--- src/rtl/rsqv_pkg.sv ---
// Shared types for the rotated sprite quad vertex block.
// Used by rsqv_front, rsqv_queue, rsqv_back and the top level; no dependencies.
package rsqv_pkg;

  localparam logic REG_COLOR = 1'b0;
  localparam logic REG_TINT  = 1'b1;

  typedef struct packed {
    logic signed [23:0] pivot_x;
    logic signed [23:0] pivot_y;
    logic signed [23:0] corner_x;
    logic signed [23:0] corner_y;
    logic [22:0]        quad_width;
    logic [22:0]        quad_height;
    logic [15:0]        angle;
    logic [15:0]        tex_u_start;
    logic [15:0]        tex_v_start;
    logic [15:0]        tex_u_end;
    logic [15:0]        tex_v_end;
  } sprite_t;

  // one classified sprite, front to back
  typedef struct packed {
    logic signed [23:0] pivot_x;
    logic signed [23:0] pivot_y;
    logic signed [24:0] dx0;
    logic signed [24:0] dy0;
    logic [22:0]        quad_width;
    logic [22:0]        quad_height;
    logic signed [15:0] sin_v;
    logic signed [15:0] cos_v;
    logic [15:0]        tex_u_start;
    logic [15:0]        tex_v_start;
    logic [15:0]        tex_u_end;
    logic [15:0]        tex_v_end;
  } qent_t;

  typedef struct packed {
    logic               push;
  } qctl_t;

  typedef struct packed {
    logic signed [23:0] pos_x;
    logic signed [23:0] pos_y;
    logic [15:0]        tex_u;
    logic [15:0]        tex_v;
    logic               last_vertex;
  } vert_t;

endpackage

--- src/rtl/rsqv_queue.sv ---
// Four-entry queue of classified sprites between front and back.
// Depends on rsqv_pkg.
module rsqv_queue (
  input  logic            clk,
  input  logic            rst,
  input  rsqv_pkg::qctl_t   qctl,
  input  rsqv_pkg::qent_t   wr_data,
  output logic            full,
  input  logic            pop,
  output logic            empty,
  output rsqv_pkg::qent_t   rd_data
);

  localparam int DEPTH = 4;
  localparam int PTRW  = $clog2(DEPTH);

  rsqv_pkg::qent_t mem [DEPTH];
  logic [PTRW-1:0] wptr;
  logic [PTRW-1:0] rptr;
  logic [PTRW:0]   count;

  assign full    = (count == (PTRW+1)'(DEPTH));
  assign empty   = (count == '0);
  assign rd_data = mem[rptr];

  always_ff @(posedge clk) begin
    if (rst) begin
      wptr  <= '0;
      rptr  <= '0;
      count <= '0;
    end else begin
      if (qctl.push) begin
        wptr <= wptr + 1'b1;
      end
      if (pop) begin
        rptr <= rptr + 1'b1;
      end
      case ({qctl.push, pop})
        2'b10:   count <= count + 1'b1;
        2'b01:   count <= count - 1'b1;
        default: count <= count;
      endcase
    end
  end

  always_ff @(posedge clk) begin
    if (qctl.push) begin
      mem[wptr] <= wr_data;
    end
  end

endmodule

--- config.mk ---
export PLATFORM = sky130hd
export DESIGN_NAME = rsqv_queue
export DESIGN_NICKNAME = d
export VERILOG_FILES = /design/src/rtl/rsqv_pkg.sv /design/src/rtl/rsqv_queue.sv
export SDC_FILE = /design/constraint.sdc
export NUM_CORES = 1
export LEC_CHECK = 0
export BUFFER_PORTS_ARGS = -buffer_cell sky130_fd_sc_hd__buf_2
export CAP_MARGIN = 30
export CORE_UTILIZATION = 60
export DETAILED_ROUTE_END_ITERATION = 8
export PLACE_DENSITY = 0.82
export SLEW_MARGIN = 40
export SYNTH_ARGS = -nofsm -noshare
export SYNTH_HDL_FRONTEND = slang
export SYNTH_SLANG_ARGS = --single-unit
--- constraint.sdc ---
create_clock -name clk -period 14.8 [get_ports clk]
set_clock_uncertainty 0.1 [all_clocks]
set_input_delay 0.74 -clock clk [delete_from_list [all_inputs] [get_ports clk]]
set_output_delay 0.74 -clock clk [all_outputs]
set_load 0.01 [all_outputs]
After elaboration in Yosys (flattened, before gate mapping)

Memories as Yosys holds them, arrays and structs flattened. A register that Yosys moved wholly into a read port is not among the register bits.
Cells that the tools add are included.
W data, S select, Z words.

Memories kept: 1
RAM bits: 960
Flip-flop bits (word level): 7
Bits of input ports: 244
Logic and storage cells: 18
Output and inout port bits: 242

Add/sub/neg operators: 4
Equal/unequal tests: 3
Multiplexer cells: 5
Reduce and logical (&&, ||, !) cells: 2

Memories:

| name | depth | width | read ports | clocked after Yosys merged registers in | wr ports | line             | RTL |
|---|---|---|---|---|---|---|---|
| mem  | 4     | 240   | 1          | 1                                       | 1        | rsqv_queue.sv:17 | `rsqv_pkg::qent_t mem [DEPTH];` |

Operators by type and width:

| cell                  | number |
|---|---|
| $pmux W3 S2           | 1 |
| $add A2 B1 Y2 const B | 2 |
| $mux W2               | 2 |
| $add A3 B1 Y3 const B | 1 |
| $eq A3 B3 Y1 const B  | 1 |
| $logic_not A3 Y1      | 1 |
| $sub A3 B1 Y3 const B | 1 |
| $eq A2 B1 Y1 const B  | 1 |
| $eq A2 B2 Y1 const B  | 1 |
| $mux W1               | 2 |
| $reduce_bool A2 Y1    | 1 |

Logic depth before layout (Yosys ltp)

Gate-level depths: netlist of run 1.

Depth after elaboration: 3
Depth in mapped cells: 7
Gate-level depth less buffers: 7

Worst setup path before layout of run 1

No wires, ideal clock.

Path type: input port to flip-flop
Start: input qctl
End: memory mem[0][0] (netlist bit), enable pin
Arrival: 6.169 ns
Setup slack: 7.901 ns
Required time: 14.070 ns
Buffers on the path: 0
Stages on the path: 1
Setup time: 0.630 ns
Path through: and2_1

Word-level cells in the longest chain between the ends: 2

RTL lines:

| element                       | line             | RTL |
|---|---|---|
| start: declaration            | rsqv_queue.sv:6  | `input rsqv_pkg::qctl_t qctl,` |
| $mux W1                       | rsqv_queue.sv:47 | `if (qctl.push) begin` |
| $mux W1 (not written as such) | rsqv_queue.sv:48 | `mem[wptr] <= wr_data;` |
| end: declaration              | rsqv_queue.sv:17 |  |

Every way passes these cells.

==> results of run 1 <==
## power breakdown
group / total (W) / switching [W] / internal, W / leakage, nW
registers: 0.00320 / 0.0000457 / 0.00316 / 8.89
clock network: 0.00230 / 0.000988 / 0.00131 / 1.44
logic: 0.000571 / 0.000321 / 0.000250 / 3.49
## worst max-delay path by stage
stage	startpoint	to	slack, ns	cells past startpoint
after global routing	flop	rd_data[117]	10.41	4
after detailed placement	qctl	mem[3][208]$_DFFE_PP_	11.20	4
after CTS	flop	rd_data[204]	10.52	4
after global placement	qctl	mem[3][125]$_DFFE_PP_	10.73	4
final	flop	rd_data[190]	10.54	4
after floorplan	qctl	mem[0][0]$_DFFE_PP_	7.90	1
## layout make-up
class,count,area (um2)
Antenna cell,21,52.55
Clock buffer,118,2441
Inverter,6,22.52
Clock inverter,52,529.3
Sequential cell,969,29020
Tap cell,765,957.2
Multi-Input combinational cell,271,5643
Fill cell,3147,16330
Timing Repair Buffer,505,2704
## registers in the layout, summed over array words and instances, names as in the netlist, named ones only
signal and count:
mem 960, wptr 2, count 3, rptr 2
## logic make-up (layout without fill, tap and decap cells)
| family | count (synthesis) | in the layout | synth area share |
|---|---|---|---|
| flip-flops | 969 | 969 | 0.8271 |
| other | 0 | 21 | 0 |
| adder cells (fa/ha/maj) | 6 | 6 | 0.002354 |
| buffers and inverters | 61 | 681 | 0.01234 |
| multiplexers | 241 | 241 | 0.1544 |
| XOR/XNOR | 5 | 5 | 0.001249 |
| AO/OA/AOI/OAI | 3 | 3 | 0.0004280 |
| AND/OR/NAND/NOR | 16 | 16 | 0.002176 |
## metrics by stage
stage	hold WS, ns	std cells
after floorplan	0.3669	1301
after CTS	0.1669	2686
after detailed placement	0.4017	2516
after global placement	0.3794	2513
final	0.2039	2707
after global routing	0.1819	2696
## layout by cell type (no fill, tap or decap), types with 3 or more instances in the layout
cell type / n
edfxtp_1: 960
buf_2: 485
mux4_2: 240
clkbuf_16: 93
clkbuf_1: 23
diode_2: 21
clkinv_1: 21
buf_6: 15
clkinv_2: 12
nor2_1: 8
bufinv_16: 8
dfxtp_1: 7
inv_1: 6
ha_1: 5
and2_4: 4
buf_12: 4
xor2_1: 3
clkinvlp_4: 3
inv_6: 3
## layer usage
metal	up-vias	share of wire	track usage	wire length, um
li1	6773	-	-	-
met1	8547	0.35	0.3163	26180
met2	849	0.53	0.4362	40070
met3	155	0.093	0.06995	7041
met4	20	0.029	0.08787	2176
met5	-	0.0018	0	136
==> flow_summary.json, run 1 <==
{
  "cts_made_buffers": 93,
  "ys_ff_latch": 969,
  "rr_endpoint": "mem[1][208]$_DFFE_PP_",
  "final_cell_area_um2": 41360,
  "pre_cts_slack_ns": 11.20,
  "synth_common_cells": "960 x edfxtp_1, 240 x mux4_2, 25 x buf_2, 23 x buf_6, 9 x dfxtp_1",
  "hold_viol": 0,
  "start_kind": "flop",
  "drc_errors": 0,
  "cts_hold_buffers": 0,
  "peakVddDrop_mv": 0.1563,
  "first_pass_iters": 5,
  "clk_latency_ns": 0.64,
  "synth_area_leaders": "edfxtp_1 82%, mux4_2 15%, buf_6 0.74%",
  "fin_ws_ns": 10.54,
  "portBuffers": 485,
  "synth_warnings": 0,
  "synth-async-reset-ratio": 0,
  "hpwl_um": 43870,
  "dpl_cell_area_um2": 38330,
  "die_h_um": 243.8,
  "syn-cell-area_um2": 35070,
  "r2r_start": "wptr[1]$_SDFFE_PP0P_",
  "rsz0062_at_grt": "false",
  "slowest_delay_ns": 0.83,
  "synth_top_area_frac": 0.8219,
  "hold_depth": 1,
  "cts.clk_slew.worst_paths_ns": 0.06,
  "clock-root-buffer": "clkbuf_16",
  "arrival_ns": 3.42,
  "initial_core_util": 0.6079,
  "grt_pass1_vias": 17168,
  "leakagePower_nw": 13.82,
  "finalSetupViolations": 0,
  "ys.flop_type": "edfxtp_1",
  "timing.slew.headroom": 0.3986,
  "synth_nets": 1551,
  "ys_seq_area_frac": 0.8271,
  "grt_max_degree": 129,
  "antenna_found_initial": 23,
  "fin_crit_sh": 0.2877,
  "drtAntennaViolNets": 0,
  "nets": 2096,
  "min_period_ns": 4.258,
  "worstMarginPinSlew_ns": 0.9021,
  "vias": 16344,
  "crit_chain": "buf_6 > buf_6 > mux4_2 > buf_2",
  "die_w_um": 243.8,
  "dieArea_um2": 59430,
  "avgRoutedWirePerCell_um": 27.93,
  "reg2reg_slack_ns": 11.63,
  "worst-path-max-fanout": 64,
  "postCtsSetupBuffers": 0,
  "crit_slowest_cell": "dfxtp_4",
  "clkSinkCount": 969,
  "wl_um": 75600,
  "status": "completed",
  "postLayoutCoreUtil": 0.7170,
  "synth_most_common_cell": "edfxtp_1",
  "cts_tree": "done",
  "p_per_area_nw_per_um2": 146.9,
  "syn_area_per_cell_um2": 26.96,
  "gr-total-overflow": 0,
  "synth_edf_count": 960,
  "cts_resized": 0,
  "row_count": 88,
  "hp-class": "in -> reg",
  "drive_above_1_share": 0.4565,
  "cp_common_cell": "buf_6",
  "fp.coreArea_um2": 57700,
  "synthDistinctLibCells": 20,
  "max-clock-path-buffers": 3,
  "cp.required_ns": 13.96,
  "yosysTopAreaCell": "edfxtp_1",
  "fmax_ghz": 0.2349,
  "crit_buf_inv": 3,
  "gp_congestion": 0.7872,
  "dr.first_iter.drc_count": 1441,
  "htreeDepth": 3,
  "cp_top_family": "buffers and inverters",
  "finalSetupTns_ns": 0,
  "r2r_cells": 5,
  "max-cap-violations": 0,
  "drt-vias-per-instance": 6.038,
  "track_usage": 0.2552,
  "io_pins": 486,
  "drv_slew": 0,
  "min_to": "mem[1][152]$_DFFE_PP_",
  "critPathKind": "reg -> out",
  "syn_inst": 1301,
  "syn_to_final_growth_pct": 17.94,
  "grt_pass1_wl_um": 109900,
  "p_total_w": 0.006075,
  "hold_start": "wr_data[152]",
  "cp-end-kind": "output port"
}
Note: power is estimated with default switching activity, not from simulation.
==> run 2: changes to the inputs <==
Settings changed: CORE_UTILIZATION 60 to 57, PLACE_DENSITY 0.82 to 0.78.
Clock period 14.8 ns to 4.25 ns, I/O delays scaled along.
==> flow_summary.json, run 2 (synthesized netlist as in run 1, its figures left out) <==
{
  "fmax_ghz": 0.3321,
  "leakagePower_nw": 15.09,
  "hold_depth": 2,
  "initial_core_util": 0.5789,
  "finalSetupViolations": 0,
  "antenna_found_initial": 13,
  "min_period_ns": 3.011,
  "die_h_um": 250.1,
  "clk_latency_ns": 0.63,
  "clock-root-buffer": "clkbuf_16",
  "portBuffers": 485,
  "cts_hold_buffers": 244,
  "drt-vias-per-instance": 5.841,
  "cts_made_buffers": 93,
  "r2r_cells": 3,
  "largest_reg_flops": 960,
  "worstMarginPinSlew_ns": 0.7047,
  "syn_to_final_growth_pct": 26.21,
  "finalSetupTns_ns": 0,
  "fp.coreArea_um2": 60580,
  "hold_viol": 0,
  "grt_pass1_wl_um": 119300,
  "grt_max_degree": 96,
  "drtAntennaViolNets": 0,
  "start_kind": "flop",
  "row_count": 90,
  "cts.clk_slew.worst_paths_ns": 0.07,
  "regMostFlops": "mem",
  "status": "completed",
  "fin_crit_sh": 0.7084,
  "drv_slew": 0,
  "timing.slew.headroom": 0.5302,
  "p_per_area_nw_per_um2": 490.8,
  "dieArea_um2": 62530,
  "reg_top3": "mem x960, count x3",
  "max-clock-path-buffers": 3,
  "clkSinkCount": 969,
  "grt_pass1_vias": 19110,
  "nets": 2368,
  "cts_tree": "done",
  "first_pass_iters": 7,
  "final_cell_area_um2": 44270,
  "dpl_cell_area_um2": 38720,
  "wl_um": 81700,
  "fillers": 3243,
  "hp-class": "in -> reg",
  "critPathKind": "reg -> out",
  "drc_errors": 0,
  "cp-end-kind": "output port",
  "layout_common_cells": "960 x edfxtp_1, 485 x buf_2, 244 x dlygate4sd3_1, 240 x mux4_2, 96 x clkbuf_16",
  "die_w_um": 250.1,
  "cts_resized": 0,
  "gp_congestion": 0.8044,
  "hpwl_um": 44910,
  "avgRoutedWirePerCell_um": 27.35,
  "worst-path-max-fanout": 31,
  "rsz0062_at_grt": "false",
  "io_pins": 486,
  "arrival_ns": 2.70,
  "htreeDepth": 3,
  "gr-total-overflow": 0,
  "vias": 17446,
  "dr.first_iter.drc_count": 1333,
  "mostFrequentLayoutCell": "edfxtp_1",
  "cp.required_ns": 3.94,
  "postCtsSetupBuffers": 0,
  "peakVddDrop_mv": 0.4812,
  "max-cap-violations": 0,
  "drive_above_1_share": 0.4140,
  "track_usage": 0.2629
}
## run 2: cell count changes in the layout (fill, tap and decap cells not counted), moves of 4 or more
cell           before  now
diode_2            21   12
buf_4               0   25
dlygate4sd3_1       0  244
clkinv_2           12   16
buf_12              4   22
clkbuf_1           23   18
buf_6              15    0
## run 2: per-layer routing
metal  up-vias  part of all wire  track usage
met5         -           0.00013            0
met4         2             0.040       0.1118
met3       183             0.084      0.06630
met2       850              0.52       0.4489
met1      9102              0.35       0.3215
li1       7309                 -            -
## run 2: through the flow
step                      total power (W)  worst slack, ns  utilization  instances  hold WS, ns
after floorplan                   0.01248           0.2315            -       1301       0.2114
after global placement            0.01330            1.831       0.6377       2556       0.3211
after detailed placement          0.01338            1.819       0.6392       2560       0.3288
after CTS                         0.02169            1.120       0.7298       2974       0.1777
after global routing              0.02230            1.052       0.7305       2983       0.1933
final                             0.02173            1.239       0.7306       2987       0.2220
## run 2: worst paths after layout
| kind | startpoint | to | slack, ns |
|---|---|---|---|
| setup reg to reg | wptr[0]$_SDFFE_PP0P_ | mem[3][203]$_DFFE_PP_ | 1.95 |
| hold reg to reg | count[2]$_SDFFE_PP0P_ | count[2]$_SDFFE_PP0P_ | 0.42 |
| hold / removal | wr_data[236] | mem[1][236]$_DFFE_PP_ | 0.22 |
| setup / recovery | flop | rd_data[77] | 1.24 |
## run 2: where the power goes
group	internal (W)	leakage (nW)	switching (W)
combinational	0.00108	4.70	0.00123
sequential	0.0110	8.89	0.000148
clock	0.00476	1.49	0.00352
total	0.0168	15.1	0.00490
## run 2: cell type report
type,instances,area (um2),area share
inverters,6,22.52,0.0005088
well taps,782,978.4,0.02210
clock buffers,114,2470,0.05580
diodes,12,30.03,0.0006784
multi-input cells,271,5643,0.1275
clock inverters,56,580.6,0.01312
flip-flops and latches,969,29020,0.6555
repair buffers,777,5525,0.1248
## run 2: critical path: stages (launching register included)
cell,delay (ns)
dfxtp_4,0.80
buf_4,0.50
mux4_2,0.59
buf_2,0.16
==> run 3: changes to the inputs <==
Clock period 4.25 ns to 3.1 ns, I/O delays scaled along.
==> flow_summary.json, run 3 (synthesized netlist as in run 1, its figures left out) <==
{
  "status": "completed",
  "hold_start": "wr_data[163]",
  "r2r_start": "wptr[0]$_SDFFE_PP0P_",
  "worst-path-max-fanout": 33,
  "min_to": "mem[1][163]$_DFFE_PP_",
  "fillers": 3217,
  "hpwl_um": 45210,
  "initial_core_util": 0.5789,
  "vias": 17545,
  "cts_tree": "done",
  "cp_top_family": "flip-flops",
  "hold_viol": 0,
  "avgRoutedWirePerCell_um": 27.20,
  "crit_slowest_cell": "dfxtp_4",
  "grt_pass1_vias": 18951,
  "cts_resized": 0,
  "reg2reg_slack_ns": 1.07,
  "rsz0062_at_grt": "false",
  "cp-end-kind": "output port",
  "critPathKind": "reg -> out",
  "crit_chain": "buf_4 > mux4_2 > buf_2",
  "nets": 2371,
  "reg_top3": "mem x960, count x3",
  "clk_latency_ns": 0.63,
  "p_int_w": 0.02247,
  "largest_reg_flops": 960,
  "cts_made_buffers": 92,
  "finalSetupViolations": 0,
  "layout_common_cells": "960 x edfxtp_1, 485 x buf_2, 244 x dlygate4sd3_1, 240 x mux4_2, 94 x clkbuf_16",
  "min_period_ns": 2.762,
  "dr.first_iter.drc_count": 1547,
  "arrival_ns": 2.51,
  "timing.slew.headroom": 0.5280,
  "grt_max_degree": 82,
  "regMostFlops": "mem",
  "htreeDepth": 3,
  "fin_crit_sh": 0.8909,
  "finalSetupTns_ns": 0,
  "leakagePower_nw": 15.02,
  "io_pins": 486,
  "multi_input_area_um2": 5643,
  "clkPwrFrac": 0.366,
  "p_per_area_nw_per_um2": 658.7,
  "hold_depth": 2,
  "p_seq_frac": 0.525,
  "max-cap-violations": 0,
  "grt_pass1_wl_um": 120000,
  "pwr-share-comb": 0.109,
  "fmax_ghz": 0.3621,
  "crit_buf_inv": 2,
  "rr_endpoint": "mem[1][72]$_DFFE_PP_",
  "cp.required_ns": 2.84,
  "gp_congestion": 0.7719,
  "hp-class": "in -> reg",
  "dieArea_um2": 62530,
  "drt-vias-per-instance": 5.884,
  "first_pass_iters": 5,
  "syn_to_final_growth_pct": 25.86,
  "max-clock-path-buffers": 3,
  "drv_slew": 0,
  "portBuffers": 485,
  "wl_um": 81120,
  "die_h_um": 250.1,
  "fp.coreArea_um2": 60580,
  "clkSinkCount": 969,
  "postLayoutCoreUtil": 0.7286,
  "r2r_cells": 4,
  "drc_errors": 0,
  "cts.clk_slew.worst_paths_ns": 0.06,
  "clock-root-buffer": "clkbuf_16",
  "seqCellArea_um2": 29020,
  "worstMarginPinSlew_ns": 0.7080,
  "mostFrequentLayoutCell": "edfxtp_1",
  "slowest_delay_ns": 0.80,
  "row_count": 90,
  "antenna_found_initial": 8,
  "start_kind": "flop",
  "track_usage": 0.2622,
  "swShare": 0.2273,
  "gr-total-overflow": 0,
  "drive_above_1_share": 0.4146,
  "drtAntennaViolNets": 0,
  "die_w_um": 250.1,
  "peakVddDrop_mv": 0.6490,
  "p_sw_w": 0.006610
}
[run 3: cell types whose count changed in the layout (fill, tap and decap cells not counted), sizes merged, moves of 2 or more]
cell	delta
clkinvlp	+4
clkbuf	-2
buf	+4
diode	-7
bufinv	-6
[run 3: metal layers]
metal	wire length, um	GRT usage	vias up
met5	49	0	-
met2	43220	0.4585	873
met4	2223	0.08396	8
li1	-	-	7315
met3	7163	0.07139	151
met1	28460	0.3185	9198
[run 3: through the flow]
stage | hold slack [ns] | std cells | worst slack, ns | total power, W | instance area [um2]
floorplan | 0.1539 | 1301 | 0.3349 | 0.01708 | 35080
global placement | 0.2637 | 2565 | 0.9843 | 0.01826 | 38830
detailed placement | 0.2712 | 2565 | 0.9371 | 0.01835 | 38830
CTS | 0.1260 | 2977 | 0.2652 | 0.02912 | 44130
global route | 0.1475 | 2980 | 0.2058 | 0.02994 | 44140
finish | 0.1642 | 2982 | 0.3381 | 0.02908 | 44140
[run 3: power groups by stage]
stage          clock network [W]  logic, W  registers, W
2_1_floorplan                  0   0.00163        0.0154
3_3_place_gp                   0   0.00280        0.0155
3_5_place_dp                   0   0.00284        0.0155
4_1_cts                   0.0107   0.00314        0.0152
5_1_grt                   0.0113   0.00333        0.0153
6_report                  0.0107   0.00316        0.0153
[run 3: worst reg2reg max path, cell delays in order, from the launching register on]
cell	delay [ns]
dfxtp_1	0.40
ha_1	0.17
and2_4	0.28
buf_12	0.27
buf_4	0.44
[run 3: layout make-up]
class | count | share of cell area
Inverter | 6 | 0.0005102
Clock inverter | 56 | 0.009977
Antenna cell | 5 | 0.0002834
Sequential cell | 969 | 0.6573
Multi-Input combinational cell | 271 | 0.1278
Clock buffer | 112 | 0.05482
Tap cell | 782 | 0.02217
Timing Repair Buffer | 781 | 0.1271
[run 3: timing repair]
item                       4_1_cts  5_1_grt
hold buffers                   244        0
setup endpoints to repair        0        0
hold endpoints to repair       978        0
setup buffers                    0        0
[run 3: worst max-delay path by stage]
stage               depth (start not counted)  slack [ns]             endpoint            startpoint
finish                                      3        0.34          rd_data[56]                  flop
global route                                3        0.21          rd_data[70]                  flop
CTS                                         3        0.27          rd_data[57]                  flop
detailed placement                          3        0.94          rd_data[92]                  flop
global placement                            3        0.98          rd_data[65]                  flop
floorplan                                   3        0.33  mem[2][0]$_DFFE_PP_  wptr[0]$_SDFFE_PP0P_
